<file path="config.mk">
export PLATFORM = sky130hd
export DESIGN_NAME = ipf_ctrl
export DESIGN_NICKNAME = d
export VERILOG_FILES = /design/src/ipf_pkg.sv /design/src/ipf_ctrl.sv
export SDC_FILE = /design/constraint.sdc
export NUM_CORES = 1
export LEC_CHECK = 0
export BUFFER_PORTS_ARGS = -buffer_cell sky130_fd_sc_hd__buf_2
export CAP_MARGIN = 20
export CELL_PAD_IN_SITES_DETAIL_PLACEMENT = 2
export CELL_PAD_IN_SITES_GLOBAL_PLACEMENT = 2
export CORE_MARGIN = 3
export CORE_UTILIZATION = 33
export CTS_BUF_LIST = sky130_fd_sc_hd__clkbuf_16
export DETAILED_ROUTE_END_ITERATION = 10
export PLACE_DENSITY = 0.87
export SLEW_MARGIN = 10
export SYNTH_ARGS = -nofsm -noshare
export SYNTH_HDL_FRONTEND = slang
export SYNTH_SLANG_ARGS = --single-unit
</file>
<file path="constraint.sdc">
create_clock -name clock -period 5.1 [get_ports clock]
set_input_delay 1.53 -clock clock [delete_from_list [all_inputs] [get_ports clock]]
set_output_delay 1.53 -clock clock [all_outputs]
set_load 0.02 [all_outputs]
</file>
<file path="src/ipf_pkg.sv">
`timescale 1ns / 1ps
// ---------------------------------------------------------------------------
// ipf_pkg
// Shared constants, types and helpers of the incremental PID core.
// ---------------------------------------------------------------------------
package ipf_pkg;

   localparam int FRAC_BITS  = 16;
   localparam bit WRAP_ANGLE = 1'b0;

   localparam int DATA_W    = 32;
   localparam int PERIOD_W  = 24;
   localparam int CSR_IDX_W = 3;

   localparam longint PI_FIX =
      (64'sd3373259426 + (64'sd1 <<< (29 - FRAC_BITS))) >>> (30 - FRAC_BITS);
   localparam longint TWO_PI = 2 * PI_FIX;

   localparam int DVSR_W = 28;
   localparam int DVND_W = DATA_W + 2 + FRAC_BITS;
   localparam int CNT_W  = $clog2(DVND_W + 1);
   localparam int OPND_W = DATA_W + 1;
   localparam int PROD_W = 2 * OPND_W;
   localparam int TERM_W = PROD_W - FRAC_BITS;
   localparam int ACC_W  = TERM_W + 3;
   localparam int INC_W  = DATA_W + PERIOD_W + 2 - FRAC_BITS;
   localparam int SAT_W  = 64;

   typedef enum logic [CSR_IDX_W-1:0] {
      CSR_GAIN_P, CSR_GAIN_I, CSR_GAIN_D, CSR_GAIN_FF_LIN,
      CSR_GAIN_FF_SQ, CSR_GAIN_FF_ACC, CSR_DRIVE_MIN, CSR_DRIVE_MAX
   } csr_index_type;

   typedef enum logic [2:0] {
      DIV_WRAP, DIV_ERR, DIV_RATE, DIV_RERR, DIV_ACCEL
   } div_sel_type;

   typedef enum logic [3:0] {
      MUL_NONE, MUL_SQ, MUL_I, MUL_P, MUL_D, MUL_ACC, MUL_LIN, MUL_FFSQ, MUL_INC
   } mul_op_type;

   typedef struct packed {
      logic        load;
      logic        prep;
      logic        div_start;
      div_sel_type div_sel;
      mul_op_type  mul_op;
      logic        finish;
   } cmd_type;

   typedef struct packed {
      logic div_done;
      logic first;
      logic out_busy;
   } sts_type;

   function automatic logic signed [DATA_W-1:0] sat32(input logic signed [SAT_W-1:0] x);
      logic [SAT_W-DATA_W:0] top;
      top = x[SAT_W-1:DATA_W-1];
      if (top == '0 || top == '1) begin
         return x[DATA_W-1:0];
      end
      return x[SAT_W-1] ? {1'b1, {(DATA_W-1){1'b0}}} : {1'b0, {(DATA_W-1){1'b1}}};
   endfunction

endpackage

</file>
<file path="src/ipf_ctrl.sv">
`timescale 1ns / 1ps
// ---------------------------------------------------------------------------
// ipf_ctrl
// Sequencer: request intake, division schedule, multiply schedule, result.
// ---------------------------------------------------------------------------
module ipf_ctrl (
   input  logic             clock,
   input  logic             reset,
   input  logic             req_valid,
   output logic             req_ready,
   input  ipf_pkg::sts_type sts,
   output ipf_pkg::cmd_type cmd
);
   typedef enum logic [2:0] {
      ST_IDLE, ST_PREP, ST_DIV_GO, ST_DIV_WAIT, ST_MUL, ST_DONE
   } state_type;

   localparam logic [3:0] LAST_STEP = 4'd9;

   state_type            state_ff;
   ipf_pkg::div_sel_type sel_ff;
   logic [3:0]           step_ff;

   function automatic ipf_pkg::mul_op_type step_op(input logic [3:0] step);
      case (step)
         4'd0:    return ipf_pkg::MUL_SQ;
         4'd1:    return ipf_pkg::MUL_I;
         4'd2:    return ipf_pkg::MUL_P;
         4'd3:    return ipf_pkg::MUL_D;
         4'd4:    return ipf_pkg::MUL_ACC;
         4'd5:    return ipf_pkg::MUL_LIN;
         4'd6:    return ipf_pkg::MUL_FFSQ;
         4'd8:    return ipf_pkg::MUL_INC;
         default: return ipf_pkg::MUL_NONE;
      endcase
   endfunction

   always_ff @(posedge clock) begin
      if (reset) begin
         state_ff <= ST_IDLE;
         sel_ff   <= ipf_pkg::DIV_ERR;
         step_ff  <= '0;
      end else begin
         case (state_ff)
            ST_IDLE: begin
               if (req_valid) begin
                  state_ff <= ST_PREP;
               end
            end
            ST_PREP: begin
               state_ff <= ST_DIV_GO;
               sel_ff   <= ipf_pkg::WRAP_ANGLE ? ipf_pkg::DIV_WRAP : ipf_pkg::DIV_ERR;
            end
            ST_DIV_GO: state_ff <= ST_DIV_WAIT;
            ST_DIV_WAIT: begin
               if (sts.div_done) begin
                  state_ff <= ST_DIV_GO;
                  case (sel_ff)
                     ipf_pkg::DIV_WRAP: sel_ff <= ipf_pkg::DIV_ERR;
                     ipf_pkg::DIV_ERR: begin
                        if (sts.first) begin
                           state_ff <= ST_MUL;
                           step_ff  <= '0;
                        end else begin
                           sel_ff <= ipf_pkg::DIV_RATE;
                        end
                     end
                     ipf_pkg::DIV_RATE: sel_ff <= ipf_pkg::DIV_RERR;
                     ipf_pkg::DIV_RERR: sel_ff <= ipf_pkg::DIV_ACCEL;
                     default: begin
                        state_ff <= ST_MUL;
                        step_ff  <= '0;
                     end
                  endcase
               end
            end
            ST_MUL: begin
               step_ff <= step_ff + 1'b1;
               if (step_ff == LAST_STEP) begin
                  state_ff <= ST_DONE;
               end
            end
            ST_DONE: begin
               if (!sts.out_busy) begin
                  state_ff <= ST_IDLE;
               end
            end
            default: state_ff <= ST_IDLE;
         endcase
      end
   end

   assign req_ready     = (state_ff == ST_IDLE);
   assign cmd.load      = (state_ff == ST_IDLE) && req_valid;
   assign cmd.prep      = (state_ff == ST_PREP);
   assign cmd.div_start = (state_ff == ST_DIV_GO);
   assign cmd.div_sel   = sel_ff;
   assign cmd.mul_op    = (state_ff == ST_MUL) ? step_op(step_ff) : ipf_pkg::MUL_NONE;
   assign cmd.finish    = (state_ff == ST_DONE) && !sts.out_busy;

   a_finish_free: assert property (@(posedge clock) disable iff (reset)
      cmd.finish |-> !sts.out_busy)
      else $error("result loaded while previous result pending");
   a_done_in_wait: assert property (@(posedge clock) disable iff (reset)
      sts.div_done |-> state_ff == ST_DIV_WAIT)
      else $error("divider finished outside wait state");
   a_step_bound: assert property (@(posedge clock) disable iff (reset)
      state_ff == ST_MUL |-> step_ff <= LAST_STEP)
      else $error("multiply step out of range");
   a_load_prep: assert property (@(posedge clock) disable iff (reset)
      cmd.load |=> state_ff == ST_PREP)
      else $error("accepted request not prepared");

endmodule

</file>
==> results of run 1 <==
-- worst min-delay path, stage by stage, from the launching register on --
cell,delay [ns]
dfxtp_1,0.34
o21ai_0,0.08
a21boi_0,0.07
-- metal layers --
metal  part of all wire, %  vias to the layer above  wire length (um)  GRT usage (%)
li1                      -                      398                 -              -
met1                    45                      394              1100           19.4
met2                    50                       12              1230           28.5
met3                   3.7                        4                91           5.29
met4                   1.2                        0                30           4.64
met5                     0                        -                 0              0
-- cells by family (layout without fill, tap and decap cells) --
logic type,after synthesis,in the layout
simple gates,46,46
flops,14,14
mux,1,1
compound gates,22,22
fa+ha+maj,3,3
buf+inv,8,24
xor+xnor,5,5
-- synth_stat cells, drive strengths merged, types with 3 or more instances --
cell	instances	area share (%)
nor3b	3	2.7
nor2	9	4.0
and2	5	3.7
ha	3	4.4
nand3b	3	2.7
o21ai	4	2.4
dfxtp	14	33
xnor2	3	3.1
nor3	4	2.4
nor2b	3	2.2
clkbuf	4	1.8
nand2b	3	2.2
a21oi	3	1.8
inv	3	1.3
nand2	4	1.8
-- through the flow --
step           setup WS (ns)  cells  hold slack [ns]  area, um^2  utilization [%]
4_1_cts                 1.38    143            0.545        1030             44.4
6_report                1.39    143            0.542        1030             44.4
2_1_floorplan           1.35     99            0.543         850                -
3_3_place_gp            1.43    139            0.508         951             41.0
3_5_place_dp            1.39    139            0.536         951             41.0
5_1_grt                 1.30    143            0.592        1030             44.4
-- path summary, 6_finish.rpt --
check	start	to	depth (start not counted)
setup reg to reg	state_ff[2]$_SDFFE_PP0P_	flop	7
hold / removal	sel_ff[2]$_SDFFE_PP0P_	sel_ff[2]$_SDFFE_PP0P_	2
hold reg to reg	sel_ff[2]$_SDFFE_PP0P_	sel_ff[2]$_SDFFE_PP0P_	2
setup / recovery	sts[0]	cmd[0]	4
-- area by class of cell --
type	count	area [um^2]
clock buffers	3	75.1
clock inverters	1	3.75
fillers	264	1290
inverters	3	11.3
multi-input cells	77	539
flip-flops and latches	14	280
well taps	28	35.0
repair buffers	17	85.1
-- power breakdown --
part / leakage (uW) / internal (uW) / switching [uW]
sequential: 0.000114 / 116 / 13.4
clock: 0.0000385 / 104 / 48.2
combinational: 0.000281 / 21.2 / 32.8
==> reports/metrics.cfg, run 1 <==
[run_status]
outcome = finished clean

[critical_path]
cp.required_ns = 3.57
slowest_stage = nor3b_1
cpPeakStageDelay_ns = 0.21
critPathMaxFanout = 2
crit_arrival_ns = 2.18
crit_chain = buf_2 -> nand2b_1 -> nor3b_1 -> buf_2
critPathBufInv = 2
start_kind = primary input
path_class = in -> out
ff2ff_setup_slack_ns = 2.42
path_delay_family = simple AND/OR/NAND/NOR gates
crit_top_cell = buf_2
cp-end-kind = output port

[clocking]
ctsHoldBuffers = 0
cts_tree = yes
clock_sinks = 14
htreeDepth = 1
cts_setup_buffers = 0
cts-root-buf = clkbuf_16
numCtsBuffers = 3
cts_resized = 0
clkSlewWorstSetupHoldPaths_ns = 0.05
clockBufferDepth = 2
clk-insertion-delay-late_ns = 0.25

[timing]
skew_ns = 0.00270
maxSlewViolCount = 0
max-slew-margin-rel_pct = 64.5
fin_crit_sh_pct = 72.8
finalSetupTns_ns = 0
setup_viol = 0
post-route-min-period_ns = 3.71
tightest_slew_ns = 0.532
rsz0062_at_grt = false
fmax_mhz = 269
hold_viol = 0

[placement]
place.gp.congestion = 0.767
hpwl_um = 1790
portBuffers = 17

[final_layout]
final_cell_mix = buf_2 (17), dfxtp_1 (14), nor2_1 (9)
areaGrowthSynthToFinish_pct = 21.2
diodes = 0
layout-drive-gt1-share_pct = 20.9
layout_commonest_cell = buf_2
nets = 125

[detailed_routing]
vias = 808
drc = 0
drt_pass1_iterations = 2
wl_per_cell_um = 17.1
drt_iter0_drc = 31
viasPerCell = 5.65
routed_wl_um = 2450
ant_nets = 0

[grt]
grt_max_degree = 18
grt_pass1_wl_um = 4150
antenna_found_initial = 0
grt_overflow = 0
grt_usage_pct = 16.5
grt_pass1_vias = 846

[floorplanning]
std_cell_rows = 17
die_w_um = 56.7
dieArea_um2 = 3220
ios = 18
coreArea_um2 = 2320
initial_core_util_pct = 36.6
fp.dieH_um = 56.7

[yosys]
synth_top_family_by_area = simple AND/OR/NAND/NOR gates
synthCells = 99
synth_compound_area_share_pct = 20.2
yosys_warnings = 0
synth_fa_ha_area_share_pct = 4.42
synthFlopType = dfxtp_1
syn-num-nets = 108
async_reset_ff_share_pct = 0
synthSimpleGateAreaFrac_pct = 32.5
synthXorXnorAreaFrac_pct = 5.15
synthMuxAreaShare_pct = 1.18
avgSynthCellArea_um2 = 8.58
ys_seq_area_share_pct = 33.0
synth-edff-count = 0
ys_ff_latch = 14
syn_area_um2 = 850
yosysUniqueCellTypes = 40

[power]
power_uw = 336
powerDensity_nw_per_um2 = 326
p_leak_uw = 0.000434
peakVddDrop_uv = 174

[run]
drv_cap = 0

[min_path]
min_path_type = reg -> reg

(Power assumes the default switching activity.)
==> inputs of run 2 (changes only) <==
CORE_UTILIZATION = 28   (was 33)
PLACE_DENSITY = 0.79   (was 0.87)
clock period = 3.41 ns   (was 5.1 ns; I/O delays follow)
==> reports/metrics.cfg, run 2 (synthesis gave the netlist of run 1 again) <==
[run_status]
outcome = finished clean

[timing]
post-route-min-period_ns = 2.85
max-slew-margin-rel_pct = 64.6
maxSlewViolCount = 0
tightest_slew_ns = 0.526
finalSetupTns_ns = 0
rsz0062_at_grt = false
hold_ws_ns = 0.529
setup_viol = 0
skew_ns = 0.00249
hold_viol = 0
fmax_mhz = 351
fin_crit_sh_pct = 83.6

[power]
powerDensity_nw_per_um2 = 480
peakVddDrop_uv = 135
p_leak_uw = 0.000434

[detailed_routing]
top_layer = met4
drt_iter0_drc = 52
dr_wl_met2_um = 1190
drc = 0
drt_pass1_iterations = 4
wl_per_cell_um = 16.5
wl_met1_um = 1130
vias = 790
ant_nets = 0
viasPerCell = 5.41
routed_wl_um = 2410
dr_wl_met3_um = 53

[min_path]
min_to = sel_ff[1]$_SDFFE_PP0P_
min_path_type = reg -> reg
hold_path_startpoint = sel_ff[1]$_SDFFE_PP0P_
hold_path_depth = 2

[clocking]
clk-insertion-delay-late_ns = 0.24
ctsHoldBuffers = 0
htreeDepth = 1
clock_sinks = 14
clockBufferDepth = 2
numCtsBuffers = 3
clkSlewWorstSetupHoldPaths_ns = 0.05
cts-root-buf = clkbuf_16
cts_setup_buffers = 0
cts_tree = yes
cts_resized = 0

[floorplanning]
initial_core_util_pct = 30.0
die_w_um = 61.1
ios = 18
coreArea_um2 = 2830
fp.dieH_um = 61.1
dieArea_um2 = 3730
std_cell_rows = 19

[final_layout]
layout-drive-gt1-share_pct = 20.9
layout_commonest_cell = buf_2
fill_cells = 330
final_cell_mix = buf_2 (17), dfxtp_1 (14), nor2_1 (9)
diodes = 0
nets = 125
areaGrowthSynthToFinish_pct = 21.6
fin_util_pct = 36.5

[critical_path]
r2r_cells = 7
cp.required_ns = 3.55
ff2ff_setup_slack_ns = 0.69
cp-end-kind = flop
start_kind = primary input
critPathMaxFanout = 7
r2r_start = state_ff[2]$_SDFFE_PP0P_
crit_arrival_ns = 2.99
path_class = in -> reg

[grt]
grt_usage_pct = 15.1
grt_pass1_vias = 846
antenna_found_initial = 0
grt_pass1_wl_um = 4000
grt_max_degree = 18
grt_overflow = 0

[placement]
place.gp.congestion = 0.712
portBuffers = 17
hpwl_um = 1720

[run]
drv_cap = 0

==> run 2: worst max-delay path by stage <==
stage | startpoint | cells after the start | end | slack, ns
global placement | sts[2] | 8 | flop | 0.56
detailed placement | sts[2] | 8 | flop | 0.43
finish | sts[2] | 8 | flop | 0.56
global route | sts[2] | 8 | flop | 0.42
floorplan | sts[0] | 2 | cmd[0] | 0.68
CTS | sts[2] | 8 | flop | 0.56
==> run 2: worst max-delay path: stages <==
cell      delay (ns)
buf_2           0.13
nand4b_1        0.21
a22oi_2         0.40
xnor2_1         0.23
nor2_1          0.10
ha_1            0.22
or3_1           0.36
a311oi_1        0.32
==> run 2: layout make-up <==
type | count | area [um^2] | area share, %
clock inverter | 1 | 3.75 | 0.363
timing repair buffer | 17 | 85.1 | 8.23
tap | 31 | 38.8 | 3.75
sequential | 14 | 280 | 27.1
multi-input combinational | 77 | 539 | 52.2
clock buffer | 3 | 75.1 | 7.26
inverter | 3 | 11.3 | 1.09
==> run 2: layer usage <==
layer	global-route usage, %	vias up
li1	-	395
met1	18.1	384
met2	24.6	9
met3	3.77	2
met4	8.36	0
met5	0	-
==> run 2: power breakdown <==
group / total [uW] / internal [uW] / switching (uW) / leakage (uW)
registers: 192 / 173 / 18.3 / 0.000114
clock network: 225 / 155 / 69.9 / 0.0000385
logic: 79.2 / 31.7 / 47.5 / 0.000281
==> run 2: per-stage QoR <==
stage / total power (uW) / cells / area [um^2] / setup WS (ns)
after detailed placement: 274 / 142 / 955 / 0.426
after global routing: 522 / 146 / 1030 / 0.422
after floorplan: 248 / 99 / 850 / 0.676
after global placement: 270 / 142 / 955 / 0.565
final: 496 / 146 / 1030 / 0.558
after CTS: 502 / 146 / 1030 / 0.558
==> inputs of run 3 (changes only) <==
clock period = 2.5 ns   (was 3.41 ns; I/O delays follow)
==> reports/metrics.cfg, run 3 (synthesis gave the netlist of run 1 again) <==
[grt]
grt_pass1_wl_um = 4620
grt_pass1_vias = 876
grt_usage_pct = 17.6
met2_usage_pct = 29.5
grt_max_degree = 15
grt_use_met1_pct = 21.6
gr-usage-met3_pct = 2.52
grt_overflow = 0
antenna_found_initial = 0
busiest_layer = met2

[detailed_routing]
drc = 0
routed_wl_um = 2850
drt_pass1_iterations = 3
viasPerCell = 5.57
ant_nets = 0
vias = 852
wl_per_cell_um = 18.6
drt_iter0_drc = 39

[placement]
portBuffers = 17
dp_cells = 149
hpwl_um = 2020
place.gp.congestion = 0.823

[run]
drv_cap = 0

[clocking]
clockBufferDepth = 2
clk-insertion-delay-late_ns = 0.25
clock_sinks = 14
numCtsBuffers = 3
htreeDepth = 1
cts-root-buf = clkbuf_16
cts_resized = 0
cts_tree = yes
cts_setup_buffers = 0
clkSlewWorstSetupHoldPaths_ns = 0.05
ctsHoldBuffers = 0

[power]
peakVddDrop_uv = 269
p_leak_uw = 0.000468
powerDensity_nw_per_um2 = 645
power_uw = 701

[final_layout]
fin_util_pct = 38.4
areaGrowthSynthToFinish_pct = 27.8
layout_commonest_cell = buf_2
nets = 132
regArea_um2 = 280
layout-drive-gt1-share_pct = 25.4
fill_cells = 325
multi_input_area_um2 = 539
fin_cells = 153
final_cell_mix = buf_2 (17), dfxtp_1 (14), nor2_1 (9)
diodes = 0

[floorplanning]
std_cell_rows = 19
coreArea_um2 = 2830
die_w_um = 61.1
ios = 18
fp.dieH_um = 61.1
dieArea_um2 = 3730
initial_core_util_pct = 30.0

[timing]
skew_ns = 0.00346
hold_viol = 0
finalSetupTns_ns = 0
maxSlewViolCount = 0
setup_viol = 0
fin_crit_sh_pct = 93.5
tightest_slew_ns = 0.590
max-slew-margin-rel_pct = 60.3
rsz0062_at_grt = false
fmax_mhz = 428
post-route-min-period_ns = 2.34

[run_status]
outcome = finished clean

[min_path]
min_path_type = reg -> reg
hold_path_startpoint = sel_ff[1]$_SDFFE_PP0P_

[critical_path]
path_class = reg -> out
cp.required_ns = 1.75
cpPeakStageDelay_ns = 0.38
cp-end-kind = output port
crit_arrival_ns = 1.59
slowest_stage = dfxtp_1
r2r_start = state_ff[0]$_SDFFE_PP0P_
crit_chain = buf_4 -> nor3b_1 -> and2_1 -> buf_2
critPathLaunch = state_ff[2]$_SDFFE_PP0P_
start_kind = flop
critPathMaxFanout = 13

run 3: cell types whose count changed in the layout (fill, tap and decap cells not counted):
cell / change
buf_4: +7
run 3: path summary, 6_finish.rpt:
path / slack [ns] / cells after the start / to
max: 0.16 / 4 / cmd[4]
min: 0.57 / 2 / sel_ff[1]$_SDFFE_PP0P_
max reg2reg: 0.27 / 8 / flop
min reg2reg: 0.57 / 2 / sel_ff[1]$_SDFFE_PP0P_
run 3: per-stage QoR:
stage | hold WS (ns) | cell area, um^2 | worst slack (ns)
after global placement | 0.500 | 1010 | 0.130
after CTS | 0.573 | 1090 | 0.136
after global routing | 0.609 | 1090 | 0.0286
final | 0.566 | 1090 | 0.163
after floorplan | 0.543 | 850 | 0.138
after detailed placement | 0.548 | 1010 | 0.0744
run 3: cell type report:
| type | instances | area share, % |
|---|---|---|
| repair buffers | 24 | 12.7 |
| flip-flops and latches | 14 | 25.8 |
| clock buffers | 3 | 6.91 |
| inverters | 3 | 1.04 |
| well taps | 31 | 3.57 |
| multi-input cells | 77 | 49.7 |
| clock inverters | 1 | 0.346 |
run 3: critical path, delay by kind of cell, from the launching register on:
kind	cells	cell delay, ns
DFF	1	0.38
and+or+nand+nor	2	0.58
buffers and inverters	2	0.38
run 3: layer usage:
layer | routed length, um | vias up
met2 | 1410 | 11
met1 | 1310 | 426
met4 | 61 | 0
met3 | 59 | 4
met5 | 0 | -
li1 | - | 411
run 3: report_power, final:
| group | internal [uW] | switching [uW] | total (uW) |
|---|---|---|---|
| registers | 236 | 18.4 | 255 |
| logic | 52.8 | 80.8 | 134 |
| clock network | 212 | 100 | 312 |
| total | 501 | 199 | 701 |
